$ cat config.mk
export PLATFORM = sky130hd
export DESIGN_NAME = css_selector_property_scanner
export DESIGN_NICKNAME = d
export VERILOG_FILES = /design/src/rtl/core/csps_pkg.sv /design/src/rtl/core/css_selector_property_scanner.sv /design/src/rtl/core/csps_dp.sv /design/src/rtl/core/csps_ctrl.sv
export SDC_FILE = /design/constraint.sdc
export NUM_CORES = 2
export LEC_CHECK = 0
export BUFFER_PORTS_ARGS = -buffer_cell sky130_fd_sc_hd__buf_2
export CORE_MARGIN = 3
export CORE_UTILIZATION = 30
export CTS_BUF_LIST = sky130_fd_sc_hd__clkbuf_2
export CTS_CLUSTER_SIZE = 8
export DETAILED_ROUTE_END_ITERATION = 8
export PLACE_DENSITY = 0.42
export SYNTH_ARGS = -nofsm -noshare
export SYNTH_HDL_FRONTEND = slang
export SYNTH_SLANG_ARGS = --single-unit
export TNS_END_PERCENT = 30
$ cat constraint.sdc
create_clock -name i_clk -period 15.3 [get_ports i_clk]
set_input_delay 0.765 -clock i_clk [delete_from_list [all_inputs] [get_ports i_clk]]
set_output_delay 0.765 -clock i_clk [all_outputs]
set_load 0.05 [all_outputs]
$ cat src/rtl/core/csps_pkg.sv
// ----------------------------------------------------------------------------
// csps_pkg
// Shared codes, character constants, classes and control structs of the
// style sheet selector and property scanner.
// ----------------------------------------------------------------------------
`default_nettype none

package csps_pkg;

    // scan modes
    localparam logic [3:0] M_NONE     = 4'd0;
    localparam logic [3:0] M_BLOCK    = 4'd1;
    localparam logic [3:0] M_CLASS    = 4'd2;
    localparam logic [3:0] M_ID       = 4'd3;
    localparam logic [3:0] M_DISCARD  = 4'd4;
    localparam logic [3:0] M_PROP     = 4'd5;
    localparam logic [3:0] M_POSTPROP = 4'd6;
    localparam logic [3:0] M_PREVAL   = 4'd7;
    localparam logic [3:0] M_VALUE    = 4'd8;
    localparam logic [3:0] M_PREURL   = 4'd9;
    localparam logic [3:0] M_URL      = 4'd10;

    // result kinds
    localparam logic [2:0] K_BLOCK = 3'd0;
    localparam logic [2:0] K_CLASS = 3'd1;
    localparam logic [2:0] K_ID    = 3'd2;
    localparam logic [2:0] K_PROP  = 3'd3;
    localparam logic [2:0] K_URLB  = 3'd4;
    localparam logic [2:0] K_URLE  = 3'd5;

    // configuration register indexes
    localparam logic [2:0] CFG_BLOCK = 3'd0;
    localparam logic [2:0] CFG_CLASS = 3'd1;
    localparam logic [2:0] CFG_ID    = 3'd2;
    localparam logic [2:0] CFG_PROP  = 3'd3;
    localparam logic [2:0] CFG_URL   = 3'd4;

    localparam logic [7:0] CH_LBRACE = 8'h7B;
    localparam logic [7:0] CH_RBRACE = 8'h7D;
    localparam logic [7:0] CH_COLON  = 8'h3A;
    localparam logic [7:0] CH_SEMI   = 8'h3B;
    localparam logic [7:0] CH_DOT    = 8'h2E;
    localparam logic [7:0] CH_HASH   = 8'h23;
    localparam logic [7:0] CH_SQUOTE = 8'h27;
    localparam logic [7:0] CH_DQUOTE = 8'h22;
    // "url(" prefix of a value
    localparam logic [7:0] CH_U      = 8'h75;
    localparam logic [7:0] CH_R      = 8'h72;
    localparam logic [7:0] CH_L      = 8'h6C;
    localparam logic [7:0] CH_LPAREN = 8'h28;

    function automatic logic f_letter(input logic [7:0] c);
        return (c >= 8'h61 && c <= 8'h7A) || (c >= 8'h41 && c <= 8'h5A);
    endfunction

    function automatic logic f_space(input logic [7:0] c);
        return c == 8'h20 || c == 8'h09 || c == 8'h0A || c == 8'h0C || c == 8'h0D;
    endfunction

    function automatic logic f_namechar(input logic [7:0] c);
        return f_letter(c) || (c >= 8'h30 && c <= 8'h39) || c == 8'h5F || c == 8'h2D;
    endfunction

    function automatic logic f_identstart(input logic [7:0] c);
        return f_letter(c) || c == 8'h5F || c == 8'h2D;
    endfunction

    function automatic logic f_quote(input logic [7:0] c);
        return c == CH_SQUOTE || c == CH_DQUOTE;
    endfunction

    typedef struct packed {
        logic       latch_c;
        logic       step_done;
        logic       name_open;
        logic       name_first;
        logic       name_zero;
        logic       name_push;
        logic       value_zero;
        logic       value_push;
        logic       url_open;
        logic       url_push;
        logic       run_init;
        logic       run_value;
        logic       run_rd;
        logic       run_next;
        logic       out_load;
        logic [2:0] out_kind;
        logic       out_last;
    } t_cmd;

    typedef struct packed {
        logic [7:0] c;
        logic       name_empty;
        logic       name_full;
        logic       value_full;
        logic       url_full;
        logic       url_hit;
        logic       out_free;
        logic       run_last_word;
        logic       run_is_value;
    } t_status;

endpackage

`default_nettype wire

$ cat src/rtl/core/css_selector_property_scanner.sv
// ----------------------------------------------------------------------------
// css_selector_property_scanner
// Byte-serial style sheet scanner reporting block opens, class names,
// element ids, property name/value pairs, quoted URL bytes and URL ends.
// ----------------------------------------------------------------------------
// Usage:
//   s_axis carries one text byte per transaction. m_axis carries results;
//   tlast marks the final result caused by one input byte. Name and value
//   text goes out as runs of 8-byte words, name words first.
//   A byte that needs handling in one mode only is handled once; a byte
//   that ends a token is handled again in the S_AGAIN state, after any
//   word run that it starts. Each emitted run word takes a store read
//   (S_RUN_LD), then an output register load (S_RUN_PUT). The word runs
//   and the single-port stores set the rate: s_axis_tready is low while a
//   run is emitted. Results appear in the output register in the cycle after the handling.
//   Reset returns the scanner to outside any block with all counts and the
//   offset at zero and all event enables set; store contents are not reset.
//   When m_axis stalls, the output register holds and s_axis_tready drops
//   until the pending result is taken.
//   Configuration writes via i_cfg_we/i_cfg_idx/i_cfg_data are registered in the enable registers.
// ----------------------------------------------------------------------------
`default_nettype none

module css_selector_property_scanner #(
    parameter int NAME_BYTES  = 64,
    parameter int VALUE_BYTES = 64,
    parameter int URL_BYTES   = 1024
) (
    input  wire          i_clk,
    input  wire          i_rst_n,
    input  wire          s_axis_tvalid,
    output logic         s_axis_tready,
    input  wire  [7:0]   s_axis_tdata,   // char_byte
    output logic         m_axis_tvalid,
    input  wire          m_axis_tready,
    // text_word[63:0], text_bytes[67:64], start_offset[99:68],
    // end_offset[131:100], zero fill[135:132]
    output logic [135:0] m_axis_tdata,
    output logic [3:0]   m_axis_tuser,   // event_kind[2:0], text_part[3]
    output logic         m_axis_tlast,   // run_last
    input  wire          i_cfg_we,
    input  wire  [2:0]   i_cfg_idx,
    input  wire          i_cfg_data
);

    csps_pkg::t_cmd    cmd;
    csps_pkg::t_status st;
    logic [2:0]        kind;
    logic              part;
    logic [63:0]       word;
    logic [3:0]        nbytes;
    logic [31:0]       start_off;
    logic [31:0]       end_off;

    csps_ctrl u_ctrl (
        .i_clk      (i_clk),
        .i_rst_n    (i_rst_n),
        .i_in_valid (s_axis_tvalid),
        .o_in_ready (s_axis_tready),
        .i_cfg_we   (i_cfg_we),
        .i_cfg_idx  (i_cfg_idx),
        .i_cfg_data (i_cfg_data),
        .i_st       (st),
        .o_cmd      (cmd)
    );

    csps_dp #(
        .NAME_BYTES  (NAME_BYTES),
        .VALUE_BYTES (VALUE_BYTES),
        .URL_BYTES   (URL_BYTES)
    ) u_dp (
        .i_clk       (i_clk),
        .i_rst_n     (i_rst_n),
        .i_in_valid  (s_axis_tvalid && s_axis_tready),
        .i_in_byte   (s_axis_tdata),
        .i_cmd       (cmd),
        .o_st        (st),
        .i_out_ready (m_axis_tready),
        .o_out_valid (m_axis_tvalid),
        .o_kind      (kind),
        .o_part      (part),
        .o_word      (word),
        .o_bytes     (nbytes),
        .o_start     (start_off),
        .o_end       (end_off),
        .o_last      (m_axis_tlast)
    );

    assign m_axis_tdata = {4'd0, end_off, start_off, nbytes, word};
    assign m_axis_tuser = {part, kind};

endmodule

`default_nettype wire

$ cat src/rtl/core/csps_dp.sv
// ----------------------------------------------------------------------------
// csps_dp
// Datapath: byte latch, stream position, name/value stores, URL counter,
// word run read-out and the output register.
// ----------------------------------------------------------------------------
`default_nettype none

module csps_dp #(
    parameter int NAME_BYTES  = 64,
    parameter int VALUE_BYTES = 64,
    parameter int URL_BYTES   = 1024
) (
    input  wire               i_clk,
    input  wire               i_rst_n,
    input  wire               i_in_valid,
    input  wire  [7:0]        i_in_byte,
    input  csps_pkg::t_cmd    i_cmd,
    output csps_pkg::t_status o_st,
    input  wire               i_out_ready,
    output logic              o_out_valid,
    output logic [2:0]        o_kind,
    output logic              o_part,
    output logic [63:0]       o_word,
    output logic [3:0]        o_bytes,
    output logic [31:0]       o_start,
    output logic [31:0]       o_end,
    output logic              o_last
);

    localparam int NCW = $clog2(NAME_BYTES + 1);
    localparam int VCW = $clog2(VALUE_BYTES + 1);
    localparam int UCW = $clog2(URL_BYTES + 1);
    localparam int NW  = (NAME_BYTES + 7) / 8;
    localparam int VW  = (VALUE_BYTES + 7) / 8;
    localparam int NAW = (NW > 1) ? $clog2(NW) : 1;
    localparam int VAW = (VW > 1) ? $clog2(VW) : 1;
    localparam int RAW = (NAW > VAW) ? NAW : VAW;
    localparam int RW0 = (NCW > VCW) ? NCW : VCW;
    localparam int RW  = (RW0 > RAW + 3) ? RW0 : RAW + 3;

    logic [7:0]       r_c;
    logic [31:0]      r_pos;
    logic [31:0]      r_nbeg;
    logic [31:0]      r_ubeg;
    logic [NCW-1:0]   r_ncnt;
    logic [VCW-1:0]   r_vcnt;
    logic [UCW-1:0]   r_ucnt;
    logic             r_pre_ok;
    logic [7:0][7:0]  r_nmem [NW];
    logic [7:0][7:0]  r_vmem [VW];
    logic [63:0]      r_nrd;
    logic [63:0]      r_vrd;
    logic [RAW-1:0]   r_ridx;
    logic             r_part;

    logic             r_ov;
    logic [2:0]       r_kind;
    logic             r_opart;
    logic [63:0]      r_word;
    logic [3:0]       r_bytes;
    logic [31:0]      r_start;
    logic [31:0]      r_end;
    logic             r_last;

    logic [7:0]       c;
    logic [RW-1:0]    run_cnt;
    logic [RW-1:0]    run_rem;
    logic [3:0]       run_bytes;
    logic [63:0]      run_raw;
    logic [63:0]      run_word;
    logic             out_free;
    logic [2:0]       n_kind;
    logic [63:0]      n_word;
    logic [3:0]       n_bytes;
    logic [31:0]      n_start;
    logic [31:0]      n_end;

    assign c        = i_in_valid ? i_in_byte : r_c;
    assign out_free = !r_ov || i_out_ready;

    assign run_cnt   = r_part ? RW'(r_vcnt) : RW'(r_ncnt);
    assign run_rem   = run_cnt - (RW'(r_ridx) << 3);
    assign run_bytes = (run_rem > RW'(8)) ? 4'd8 : 4'(run_rem);
    assign run_raw   = r_part ? r_vrd : r_nrd;

    always_comb begin
        for (int k = 0; k < 8; k++) begin
            run_word[8*k +: 8] = (4'(k) < run_bytes) ? run_raw[8*k +: 8] : 8'h00;
        end
    end

    always_comb begin
        n_kind  = i_cmd.out_kind;
        n_word  = run_word;
        n_bytes = run_bytes;
        n_start = r_nbeg;
        n_end   = r_pos;
        case (i_cmd.out_kind)
            csps_pkg::K_BLOCK: begin
                n_word  = '0;
                n_bytes = 4'd0;
                n_start = r_pos;
                n_end   = r_pos + 32'd1;
            end
            csps_pkg::K_URLB: begin
                n_word  = {56'd0, c};
                n_bytes = 4'd1;
                n_start = r_ubeg;
                n_end   = r_pos + 32'd1;
            end
            csps_pkg::K_URLE: begin
                n_word  = '0;
                n_bytes = 4'd0;
                n_start = r_ubeg;
                n_end   = r_pos;
            end
            csps_pkg::K_PROP: begin
                n_end = r_pos + 32'd1;
            end
            default: begin
                n_end = r_pos;
            end
        endcase
    end

    assign o_st.c             = c;
    assign o_st.name_empty    = (r_ncnt == '0);
    assign o_st.name_full     = (r_ncnt == NCW'(NAME_BYTES));
    assign o_st.value_full    = (r_vcnt == VCW'(VALUE_BYTES));
    assign o_st.url_full      = (r_ucnt == UCW'(URL_BYTES));
    assign o_st.url_hit       = (r_vcnt == VCW'(3)) && r_pre_ok && (c == csps_pkg::CH_LPAREN);
    assign o_st.out_free      = out_free;
    assign o_st.run_last_word = (run_rem <= RW'(8));
    assign o_st.run_is_value  = r_part;

    // stores: byte writes, registered word reads
    always_ff @(posedge i_clk) begin
        if (i_cmd.name_first) begin
            r_nmem[0][0] <= c;
        end else if (i_cmd.name_push) begin
            r_nmem[NAW'(r_ncnt >> 3)][r_ncnt[2:0]] <= c;
        end
        if (i_cmd.value_push) begin
            r_vmem[VAW'(r_vcnt >> 3)][r_vcnt[2:0]] <= c;
        end
        if (i_cmd.run_rd) begin
            r_nrd <= r_nmem[r_ridx[NAW-1:0]];
            r_vrd <= r_vmem[r_ridx[VAW-1:0]];
        end
    end

    always_ff @(posedge i_clk) begin
        if (!i_rst_n) begin
            r_c      <= '0;
            r_pos    <= '0;
            r_nbeg   <= '0;
            r_ubeg   <= '0;
            r_ncnt   <= '0;
            r_vcnt   <= '0;
            r_ucnt   <= '0;
            r_pre_ok <= 1'b0;
            r_ridx   <= '0;
            r_part   <= 1'b0;
            r_ov     <= 1'b0;
        end else begin
            if (i_cmd.latch_c) begin
                r_c <= i_in_byte;
            end
            if (i_cmd.step_done) begin
                r_pos <= r_pos + 32'd1;
            end
            if (i_cmd.name_open) begin
                r_nbeg <= r_pos + 32'd1;
                r_ncnt <= '0;
            end else if (i_cmd.name_first) begin
                r_nbeg <= r_pos;
                r_ncnt <= NCW'(1);
            end else if (i_cmd.name_zero) begin
                r_ncnt <= '0;
            end else if (i_cmd.name_push) begin
                r_ncnt <= r_ncnt + NCW'(1);
            end
            if (i_cmd.value_zero) begin
                r_vcnt <= '0;
            end else if (i_cmd.value_push) begin
                r_vcnt <= r_vcnt + VCW'(1);
                case (r_vcnt)
                    VCW'(0):  r_pre_ok <= (c == csps_pkg::CH_U);
                    VCW'(1):  r_pre_ok <= r_pre_ok && (c == csps_pkg::CH_R);
                    VCW'(2):  r_pre_ok <= r_pre_ok && (c == csps_pkg::CH_L);
                    default:  r_pre_ok <= r_pre_ok;
                endcase
            end
            if (i_cmd.url_open) begin
                r_ubeg <= r_pos + 32'd1;
                r_ucnt <= '0;
            end else if (i_cmd.url_push) begin
                r_ucnt <= r_ucnt + UCW'(1);
            end
            if (i_cmd.run_init) begin
                r_ridx <= '0;
                r_part <= 1'b0;
            end else if (i_cmd.run_value) begin
                r_ridx <= '0;
                r_part <= 1'b1;
            end else if (i_cmd.run_next) begin
                r_ridx <= r_ridx + RAW'(1);
            end
            if (i_cmd.out_load) begin
                r_ov <= 1'b1;
            end else if (i_out_ready) begin
                r_ov <= 1'b0;
            end
        end
    end

    // output payload
    always_ff @(posedge i_clk) begin
        if (i_cmd.out_load) begin
            r_kind  <= n_kind;
            r_opart <= (i_cmd.out_kind == csps_pkg::K_PROP) && r_part;
            r_word  <= n_word;
            r_bytes <= n_bytes;
            r_start <= n_start;
            r_end   <= n_end;
            r_last  <= i_cmd.out_last;
        end
    end

    assign o_out_valid = r_ov;
    assign o_kind      = r_kind;
    assign o_part      = r_opart;
    assign o_word      = r_word;
    assign o_bytes     = r_bytes;
    assign o_start     = r_start;
    assign o_end       = r_end;
    assign o_last      = r_last;

endmodule

`default_nettype wire

$ cat src/rtl/core/csps_ctrl.sv
// ----------------------------------------------------------------------------
// csps_ctrl
// Controller: scan mode machine, enable registers and the sequencer that
// handles each byte, re-handles ending bytes and walks word runs.
// ----------------------------------------------------------------------------
`default_nettype none

module csps_ctrl (
    input  wire               i_clk,
    input  wire               i_rst_n,
    input  wire               i_in_valid,
    output logic              o_in_ready,
    input  wire               i_cfg_we,
    input  wire  [2:0]        i_cfg_idx,
    input  wire               i_cfg_data,
    input  csps_pkg::t_status i_st,
    output csps_pkg::t_cmd    o_cmd
);

    localparam logic [1:0] S_IDLE    = 2'd0;
    localparam logic [1:0] S_AGAIN   = 2'd1;
    localparam logic [1:0] S_RUN_LD  = 2'd2;
    localparam logic [1:0] S_RUN_PUT = 2'd3;

    logic [1:0] r_state, n_state;
    logic [3:0] r_mode, n_mode;
    logic       r_qd, n_qd;
    logic       r_again, n_again;
    logic [2:0] r_rkind, n_rkind;
    logic       r_en_block, r_en_class, r_en_id, r_en_prop, r_en_url;

    logic       accept;
    logic       exec;
    logic       h_again;
    logic       h_run;
    logic [2:0] h_rkind;
    logic       h_single;
    logic [2:0] h_skind;
    logic       h_name_open, h_name_first, h_name_zero, h_name_push;
    logic       h_value_zero, h_value_push, h_url_open, h_url_push;
    logic [7:0] c;
    logic       q_match;
    logic       cls;
    logic       run_done;
    logic       block_next;

    assign c          = i_st.c;
    assign q_match    = c == (r_qd ? csps_pkg::CH_DQUOTE : csps_pkg::CH_SQUOTE);
    assign cls        = r_mode == csps_pkg::M_CLASS;
    assign o_in_ready = (r_state == S_IDLE) && i_st.out_free;
    assign accept     = i_in_valid && o_in_ready;
    assign exec       = accept || ((r_state == S_AGAIN) && i_st.out_free);
    // a class or id run is followed by a block open when '{' ends it
    assign block_next = (c == csps_pkg::CH_LBRACE) && r_en_block;

    // handling of the current byte in the current mode
    always_comb begin
        n_mode       = r_mode;
        n_qd         = r_qd;
        h_again      = 1'b0;
        h_run        = 1'b0;
        h_rkind      = csps_pkg::K_PROP;
        h_single     = 1'b0;
        h_skind      = csps_pkg::K_BLOCK;
        h_name_open  = 1'b0;
        h_name_first = 1'b0;
        h_name_zero  = 1'b0;
        h_name_push  = 1'b0;
        h_value_zero = 1'b0;
        h_value_push = 1'b0;
        h_url_open   = 1'b0;
        h_url_push   = 1'b0;
        case (r_mode)
            csps_pkg::M_NONE: begin
                if (c == csps_pkg::CH_LBRACE) begin
                    n_mode   = csps_pkg::M_BLOCK;
                    h_single = r_en_block;
                end else if (c == csps_pkg::CH_DOT && r_en_class) begin
                    n_mode      = csps_pkg::M_CLASS;
                    h_name_open = 1'b1;
                end else if (c == csps_pkg::CH_HASH && r_en_id) begin
                    n_mode      = csps_pkg::M_ID;
                    h_name_open = 1'b1;
                end
            end
            csps_pkg::M_CLASS, csps_pkg::M_ID: begin
                if (!csps_pkg::f_namechar(c)) begin
                    h_run   = !i_st.name_empty && (cls ? r_en_class : r_en_id);
                    h_rkind = cls ? csps_pkg::K_CLASS : csps_pkg::K_ID;
                    n_mode  = csps_pkg::M_NONE;
                    h_again = 1'b1;
                end else if (!i_st.name_full) begin
                    h_name_push = 1'b1;
                end
            end
            csps_pkg::M_BLOCK: begin
                if (c == csps_pkg::CH_RBRACE) begin
                    n_mode = csps_pkg::M_NONE;
                end else if (c == csps_pkg::CH_COLON) begin
                    n_mode      = csps_pkg::M_PREVAL;
                    h_name_zero = 1'b1;
                end else if (csps_pkg::f_quote(c)) begin
                    n_mode = csps_pkg::M_DISCARD;
                    n_qd   = c == csps_pkg::CH_DQUOTE;
                end else if (csps_pkg::f_identstart(c) && r_en_prop) begin
                    n_mode       = csps_pkg::M_PROP;
                    h_name_first = 1'b1;
                end
            end
            csps_pkg::M_DISCARD: begin
                if (q_match) begin
                    n_mode = csps_pkg::M_BLOCK;
                end
            end
            csps_pkg::M_PROP: begin
                if (!csps_pkg::f_namechar(c)) begin
                    n_mode  = csps_pkg::M_POSTPROP;
                    h_again = 1'b1;
                end else if (!i_st.name_full) begin
                    h_name_push = 1'b1;
                end
            end
            csps_pkg::M_POSTPROP: begin
                if (c == csps_pkg::CH_RBRACE) begin
                    n_mode = csps_pkg::M_NONE;
                end else if (c == csps_pkg::CH_COLON) begin
                    n_mode = csps_pkg::M_PREVAL;
                end else if (csps_pkg::f_quote(c)) begin
                    n_mode = csps_pkg::M_DISCARD;
                    n_qd   = c == csps_pkg::CH_DQUOTE;
                end
            end
            csps_pkg::M_PREVAL: begin
                if (csps_pkg::f_space(c)) begin
                    n_mode = r_mode;
                end else if (c == csps_pkg::CH_RBRACE) begin
                    n_mode = csps_pkg::M_NONE;
                end else if (c == csps_pkg::CH_SEMI) begin
                    n_mode = csps_pkg::M_BLOCK;
                end else begin
                    n_mode       = csps_pkg::M_VALUE;
                    h_value_zero = 1'b1;
                    h_again      = 1'b1;
                end
            end
            csps_pkg::M_VALUE: begin
                if (c == csps_pkg::CH_RBRACE) begin
                    n_mode = csps_pkg::M_NONE;
                end else if (c == csps_pkg::CH_SEMI) begin
                    h_run  = !i_st.name_empty && r_en_prop;
                    n_mode = csps_pkg::M_BLOCK;
                end else if (csps_pkg::f_quote(c)) begin
                    n_mode = csps_pkg::M_DISCARD;
                    n_qd   = c == csps_pkg::CH_DQUOTE;
                end else if (!i_st.value_full) begin
                    h_value_push = 1'b1;
                    if (r_en_url && i_st.url_hit) begin
                        n_mode = csps_pkg::M_PREURL;
                    end
                end
            end
            csps_pkg::M_PREURL: begin
                if (csps_pkg::f_space(c)) begin
                    n_mode = r_mode;
                end else if (c == csps_pkg::CH_RBRACE) begin
                    n_mode = csps_pkg::M_NONE;
                end else if (csps_pkg::f_quote(c)) begin
                    n_mode     = csps_pkg::M_URL;
                    n_qd       = c == csps_pkg::CH_DQUOTE;
                    h_url_open = 1'b1;
                end else begin
                    n_mode  = csps_pkg::M_BLOCK;
                    h_again = 1'b1;
                end
            end
            csps_pkg::M_URL: begin
                if (q_match) begin
                    h_single = r_en_url;
                    h_skind  = csps_pkg::K_URLE;
                    n_mode   = csps_pkg::M_BLOCK;
                end else if (!i_st.url_full) begin
                    h_url_push = 1'b1;
                    h_single   = r_en_url;
                    h_skind    = csps_pkg::K_URLB;
                end
            end
            default: begin
                n_mode = csps_pkg::M_NONE;
            end
        endcase
    end

    assign run_done = (r_state == S_RUN_PUT) && i_st.out_free && i_st.run_last_word &&
                      !((r_rkind == csps_pkg::K_PROP) && !i_st.run_is_value);

    // sequencer
    always_comb begin
        n_state = r_state;
        n_again = r_again;
        n_rkind = r_rkind;
        o_cmd   = '0;
        o_cmd.latch_c    = accept;
        o_cmd.name_open  = exec && h_name_open;
        o_cmd.name_first = exec && h_name_first;
        o_cmd.name_zero  = exec && h_name_zero;
        o_cmd.name_push  = exec && h_name_push;
        o_cmd.value_zero = exec && h_value_zero;
        o_cmd.value_push = exec && h_value_push;
        o_cmd.url_open   = exec && h_url_open;
        o_cmd.url_push   = exec && h_url_push;
        o_cmd.out_kind   = h_skind;
        case (r_state)
            S_IDLE, S_AGAIN: begin
                if (exec) begin
                    o_cmd.out_load = h_single;
                    o_cmd.out_last = 1'b1;
                    if (h_run) begin
                        o_cmd.run_init = 1'b1;
                        n_again        = h_again;
                        n_rkind        = h_rkind;
                        n_state        = S_RUN_LD;
                    end else if (h_again) begin
                        n_state = S_AGAIN;
                    end else begin
                        o_cmd.step_done = 1'b1;
                        n_state         = S_IDLE;
                    end
                end
            end
            S_RUN_LD: begin
                o_cmd.run_rd = 1'b1;
                n_state      = S_RUN_PUT;
            end
            S_RUN_PUT: begin
                o_cmd.out_kind = r_rkind;
                if (i_st.out_free) begin
                    o_cmd.out_load = 1'b1;
                    o_cmd.run_next = 1'b1;
                    if (r_rkind == csps_pkg::K_PROP) begin
                        o_cmd.out_last = i_st.run_last_word && i_st.run_is_value;
                    end else begin
                        o_cmd.out_last = i_st.run_last_word && !block_next;
                    end
                    if (!i_st.run_last_word) begin
                        n_state = S_RUN_LD;
                    end else if (!run_done) begin
                        // name words sent, move on to the value words
                        o_cmd.run_next  = 1'b0;
                        o_cmd.run_value = 1'b1;
                        n_state         = S_RUN_LD;
                    end else if (r_again) begin
                        n_state = S_AGAIN;
                    end else begin
                        o_cmd.step_done = 1'b1;
                        n_state         = S_IDLE;
                    end
                end
            end
            default: begin
                n_state = S_IDLE;
            end
        endcase
    end

    always_ff @(posedge i_clk) begin
        if (!i_rst_n) begin
            r_state    <= S_IDLE;
            r_mode     <= csps_pkg::M_NONE;
            r_qd       <= 1'b0;
            r_again    <= 1'b0;
            r_rkind    <= csps_pkg::K_PROP;
            r_en_block <= 1'b1;
            r_en_class <= 1'b1;
            r_en_id    <= 1'b1;
            r_en_prop  <= 1'b1;
            r_en_url   <= 1'b1;
        end else begin
            r_state <= n_state;
            r_again <= n_again;
            r_rkind <= n_rkind;
            if (exec) begin
                r_mode <= n_mode;
                r_qd   <= n_qd;
            end
            if (i_cfg_we) begin
                case (i_cfg_idx)
                    csps_pkg::CFG_BLOCK: r_en_block <= i_cfg_data;
                    csps_pkg::CFG_CLASS: r_en_class <= i_cfg_data;
                    csps_pkg::CFG_ID:    r_en_id    <= i_cfg_data;
                    csps_pkg::CFG_PROP:  r_en_prop  <= i_cfg_data;
                    csps_pkg::CFG_URL:   r_en_url   <= i_cfg_data;
                    default:             r_en_url   <= r_en_url;
                endcase
            end
        end
    end

endmodule

`default_nettype wire
# Word-level counts from Yosys, hierarchy flattened
# Memory sizes are Yosys's and may differ from the RTL's. A register that Yosys moved wholly into a read port is not among the register bits.
# Index checks and enable logic that the tools add are counted.
[classes]
bitwise_logic = 2
reduce_logical = 88
mux = 158
addsub = 6
n_lt_le_gt_ge = 20
n_eq_ne = 64
[ops]
columns = ["cell", "count"]
rows = [
  ["$mux 64", 5],
  ["$pmux 64 s2", 1],
  ["$mux 4", 25],
  ["$mux 32", 3],
  ["$mux 8", 11],
  ["$mux 1", 83],
  ["$eq 8x6->1 const B", 9],
  ["$pmux 32 s2", 1],
  ["$reduce_or 64->1", 1],
  ["$demux 8 s3", 2],
  ["$eq 8x7->1 const B", 6],
  ["$pmux 4 s9", 1],
  ["$logic_and 1x1->1", 34],
  ["$add 32x1->32 const B", 1],
  ["$eq 8x4->1 const B", 4],
  ["$mux 3", 8],
  ["$reduce_or 2->1", 10],
  ["$ne 2x2->1 const B", 9],
  ["$eq 4x3->1 const B", 4],
  ["$ge 8x7->1 const B", 2],
  ["$le 8x7->1 const B", 2],
  ["$lt 3x4->1 const A", 4],
  ["$add 7x1->7 const B", 2],
  ["$eq 7x2->1 const B", 2],
  ["other kinds (48)", 108],
]
[totals]
reg_bits = 288
ramBits = 1024
in_bits = 17
mem_count = 2
[memory_table]
columns = ["name", "words", "word_bits", "read_ports", "rd_ports_with_merged_regs", "wr", "line", "text"]
rows = [
  ["u_dp.r_nmem", 8, 64, 1, 1, 1, "csps_dp.sv:49", "logic [7:0][7:0] r_nmem [NW];"],
  ["u_dp.r_vmem", 8, 64, 1, 1, 1, "csps_dp.sv:50", "logic [7:0][7:0] r_vmem [VW];"],
]

# Depth between registers and ports, before layout
[logic_depth]
word_depth = 21
depth_mapped = 16

# By module
# A second synthesis with hierarchy kept.
[hier_totals]
cells_unflattened = 3635
hier_area_um2 = 58205.8
[modules_own_cells]
columns = ["module", "n_inst", "area_each_um2", "seq_area_each_um2", "cells_per_inst"]
rows = [
  ["csps_dp", 1, 56486.7, 41409.7, 3398],
  ["csps_ctrl", 1, 1671.6, 300.3, 230],
  ["css_selector_property_scanner", 1, 47.5, 0.0, 7],
]

# Worst setup path after synthesis
# OpenSTA, ideal clock, no wires.
[synth_path]
kind = "flip-flop to flip-flop"
startpoint = "register u_ctrl.r_state[1]"
endpoint = "register u_dp.r_nrd[0], read port of u_dp.r_nmem (enable)"
slack_ps = 8312
synth_period_minus_slack_ps = 6988
required_time_ps = 14668
setup_ps = 632
path_stages_with_launch = 3
t_arrival_ps = 6355
path_buffers = 1
cell_sequence = "dfxtp_1 -> clkbuf_1 -> nor2b_1"
[synth_via]
elab_chain_cells = 2
[synth_lines]
columns = ["item", "line", "text"]
rows = [
  ["start, declared", "csps_ctrl.sv:25", "logic [1:0] r_state, n_state;"],
  ["start signal, assigned", "csps_ctrl.sv:278", "r_state <= n_state;"],
  ["$eq 2x2->1", "csps_ctrl.sv:212", "case (r_state)"],
  ["$mux 1", "csps_ctrl.sv:212", ""],
  ["end, declared", "csps_dp.sv:51", "logic [63:0] r_nrd;"],
]
# No other way between the ends.
# A chain may end at the register's enable or synchronous reset.

# Final worst setup path
[layout_path]
startpoint = "register u_ctrl.r_state[1]"
endpoint = "memory u_dp.r_nmem[4][4] (netlist bit) (enable)"
[layout_via]
elab_chain_cells = 20
word_cells_on_any_way = 47
classes_between = "order compare: 6; eq/ne: 7; mux: 15; reduce/logical: 19"
[layout_lines]
columns = ["item", "line", "text"]
rows = [
  ["$logic_not 2->1", "csps_ctrl.sv:50", "assign o_in_ready = (r_state == S_IDLE) && i_st.out_free;"],
  ["$logic_and 1x1->1", "csps_ctrl.sv:50", ""],
  ["$logic_and 1x1->1", "css_selector_property_scanner.sv:74, csps_ctrl.sv:51", ""],
  ["$mux 8", "--", ""],
  ["$ge 8x7->1 or $le 8x7->1 (tied branches)", "csps_pkg.sv:53", "return (c >= 8'h61 && c <= 8'h7A) || (c >= 8'h41 && c <= 8'h5A);"],
  ["$logic_and 1x1->1", "csps_pkg.sv:53", ""],
  ["$logic_or 1x1->1", "csps_pkg.sv:53", ""],
  ["$logic_or 1x1->1 (2 in series)", "csps_pkg.sv:65", "return f_letter(c) || c == 8'h5F || c == 8'h2D;"],
  ["[3 not listed]", "--", ""],
  ["$mux 1", "csps_ctrl.sv:99", "end else if (c == csps_pkg::CH_COLON) begin"],
  ["$mux 1", "csps_ctrl.sv:97", "if (c == csps_pkg::CH_RBRACE) begin"],
  ["$mux 1", "csps_ctrl.sv:73", "case (r_mode)"],
  ["$logic_and 1x1->1", "csps_ctrl.sv:204", "o_cmd.name_first = exec && h_name_first;"],
  ["$mux 1", "csps_dp.sv:138", "if (i_cmd.name_first) begin"],
  ["$mux 64 (not written as such)", "csps_dp.sv:141", "r_nmem[NAW'(r_ncnt >> 3)][r_ncnt[2:0]] <= c;"],
  ["$reduce_or 64->1 (no line)", "--", ""],
  ["$mux 3 (no line) or $mux 64 (tied branches)", "--", ""],
  ["end, declared", "csps_dp.sv:49", ""],
]
# Parallel ways exist; a longest one is shown, timed or not.

==> results by group <==
Detailed routing
  – Final ANT Viol Nets: 0
  – DR top layer: met4
  – Per-cell routed wire length: roughly 24 um
  – Vias per inst: 4.84
  – Total number of vias: around 33,000
  – Final WL: 164,000 um
  – Metal3 WL: 9530 um
  – 1st-iter DRT viols: 2,892
  – Post-route DRC: 0
  – Metal1 wirelength: 74,300 um
  – 1st-pass router iterations: 5
  – Met2 wire length: 76,500 um

Clocking
  – Clock slew at reported path FFs: 110 ps
  – Gates resized, CTS repair: 0
  – TritonCTS clock tree: done
  – Hold_buf cts: 43
  – CTS root buf: clkbuf_2
  – Setup Buffers After CTS: 0
  – H-tree depth: 5
  – Clock Path Buffers: 4
  – CTS buffer count: roughly 390
  – Worst-Skew Late Latency: 1770 ps
  – CTS sink count: 1,439

Yosys
  – Synth cell types: 104
  – Synth cell count leaders: 1,289 x edfxtp_1, 504 x nand2_1, 336 x nor2_1
  – Synth area leader: edfxtp_1
  – Number of synthesized flops with an enable pin: 1,289
  – Cell area after synthesis: 58,300 um^2
  – Post-synthesis sequential area ratio: a little under three quarters
  – Yosys warns: 0
  – Count leader, synth: edfxtp_1
  – Syn avg cell area: 15.7 um^2
  – Async S/R FF share, synth: 0%
  – Top cell type's share of synthesized area: 66.4%
  – Main synth FF type: edfxtp_1
  – Synthesized instance count: 3,702
  – Yosys reg bits: 1,439
  – Largest cells by area after synthesis: edfxtp_1 66%, mux4_2 9.9%, dfxtp_1 5.2%, nand2_1 3.2%, nor2_1 2.2%

Die
  – # IOs: 160
  – Die area: 200,000 um^2
  – Die width: 447 um
  – Vert. Die Dim: ~450 um
  – Core region area: 193,000 um^2
  – Initial Utilization: approximately 30%
  – Rows: 161

Worst setup path
  – Worst-path cell chain: nor2_8 > nand3_4 > mux2i_1 > nand4b_4 > dlygate4sd3_1 > a31oi_1 > buf_4 > nand3_1 > nor2_1
  – CP required: 16,550 ps
  – Slowest stage cell on the critical path: nor2_1
  – CP Capture Type: flop
  – Max stage delay on crit path: 950 ps
  – CP arrival: about 6300 ps
  – CP max FO: 28
  – Startpoint Class: flop
  – CP Class: reg -> reg

STA
  – Fin. Hold Viols: 0
  – Max-slew violations: 0
  – RSZ-0062 raised after global routing: false
  – Final Critical Period: 5000 ps
  – Clk_skew: between 200 and 250 ps
  – Fin crit share: 32.7%
  – Count of final setup violators: 0
  – Least-Margin Pin Slew: ~1200 ps
  – F_max: 200 MHz
  – Final setup TNS: 0 ps
  – Slew headroom: 16.6%

Global routing
  – GRT Util Overall: 16.4%
  – Largest net degree at the start of global routing: 129
  – First-pass GRT wire length: 239,000 um
  – Initial antenna violation count: 12
  – GR Overflow Total: 0
  – Vias in the first global route: 34,500

Finish
  – # nets final: 4,144
  – Utilization after layout: 33.9%
  – Finished Cell Area: about 65,000 um^2
  – Area Growth Syn to Fin: 12.3%
  – Layout cells sized above 1: 25.9%

Pwr
  – Maximum VDD drop: 0.0540 mV
  – PD cells: 111 nW/um^2
  – Reg power frac: between 60% and 70%
  – P_leak: around 22 nW
  – Sw frac: 25.2%
  – Clk pwr share: 36.3%
  – Sw power: ~1.8 mW
  – Int Pwr: 5.42 mW
  – Combinational share of power: 3.7%

Run
  – Max cap viols: 0

Placed design
  – Port Buffers: around 160
  – Final estimated routing congestion in global placement: 0.774
  – DP HPWL: 96,200 um
  – Placed inst area: 61,700 um^2

Worst hold path
  – Min-Delay Path Class: in -> reg

Status
  – Status: finished, final reports clean
-- layout make-up --
cell class,instances,area (um^2)
Antenna cell,13,32.5
Clock buffer,568,2840
Clock inverter,78,418
Fill cell,18900,127000
Inverter,40,174
Multi-Input combinational cell,1987,15400
Sequential cell,1439,41700
Tap cell,2526,3160
Timing Repair Buffer,254,1650
-- cells by family (layout without fill, tap and decap cells) --
group / Yosys count / in the layout / share of synthesized area, %
AND/OR/NAND/NOR: 1147 / 1147 / 8.98
other: 1 / 17 / 0.00643
adder cells (fa/ha/maj): 14 / 14 / 0.313
AO/OA/AOI/OAI: 359 / 359 / 3.79
XOR/XNOR: 78 / 78 / 1.17
flip-flops: 1439 / 1439 / 71.6
multiplexers: 385 / 385 / 12.1
buffers and inverters: 279 / 940 / 2.04
-- power groups by stage --
stage               sequential, mW  clock (mW)  combinational, mW
floorplan                     4.43           0              0.156
global placement              4.43           0              0.267
detailed placement            4.43           0              0.268
CTS                           4.34        2.76              0.276
global route                  4.35        2.98              0.295
finish                        4.34        2.63              0.270
-- stage by stage --
step | total power, mW | hold WS (ps) | worst slack [ps] | instances
floorplan | 4.58 | 425 | 8310 | 3705
global placement | 4.70 | 434 | 10360 | 6203
detailed placement | 4.70 | 441 | 10350 | 6203
CTS | 7.38 | 5.06 | 10320 | 6892
global route | 7.62 | 57.3 | 10110 | 6904
finish | 7.25 | 325 | 10300 | 6905
-- metal layers --
metal  global-route usage (%)  up-vias
met5                        0        -
met4                     5.16        0
met3                     3.70      289
met2                     25.6     1000
met1                     22.5    17000
li1                         -    15100
-- sequential cells by signal, indices dropped and copies added, names as in the netlist, 11 cells and up --
name / cells
u_dp.r_nmem: 512
u_dp.r_vmem: 512
u_dp.o_word: 64
u_dp.r_nrd: 64
u_dp.r_vrd: 64
u_dp.o_end: 32
u_dp.o_start: 32
u_dp.r_nbeg: 32
u_dp.r_pos: 32
u_dp.r_ubeg: 32
u_dp.r_ucnt: 11
-- path summary, 6_finish.rpt --
check | start | endpoint | slack [ps] | depth (start not counted)
setup reg to reg | u_ctrl.r_state[1] | u_dp.r_nmem[4][4] | 10300 | 9
hold reg to reg | u_dp.r_nbeg[1] | u_dp.r_nbeg[1] | 450 | 2
hold / removal | s_axis_tdata[4] | u_dp.r_c[4] | 330 | 5
setup / recovery | u_ctrl.r_state[1] | u_dp.r_nmem[4][4] | 10300 | 9
-- critical path, delay by kind of cell, from the launching register on --
family,cells,cell delay [ps]
muxes,1,360
AOI/OAI and AO/OA,1,250
and+or+nand+nor,5,2450
DFF,1,620
buffers and inverters,2,890
-- placed cells by master (no fill, tap or decap), types with 11 or more instances in the layout --
cell type / instances
edfxtp_1: 1289
clkbuf_2: 568
nand2_1: 503
nor2_1: 336
mux4_2: 256
buf_2: 155
a21oi_1: 150
dfxtp_1: 146
mux2i_1: 120
o21ai_0: 80
clkinv_1: 57
nand3_1: 54
buf_4: 54
dlygate4sd3_1: 43
or3_1: 41
xnor2_1: 41
xor2_1: 37
nor3_1: 30
inv_1: 29
nand4_1: 29
and3_1: 24
nor2b_1: 17
o21ai_1: 17
and2_1: 15
clkinv_2: 14
diode_2: 13
ha_1: 13
nand3b_1: 12
a31oi_1: 11
a211oi_1: 11
Note: power is estimated with default switching activity, not from simulation.
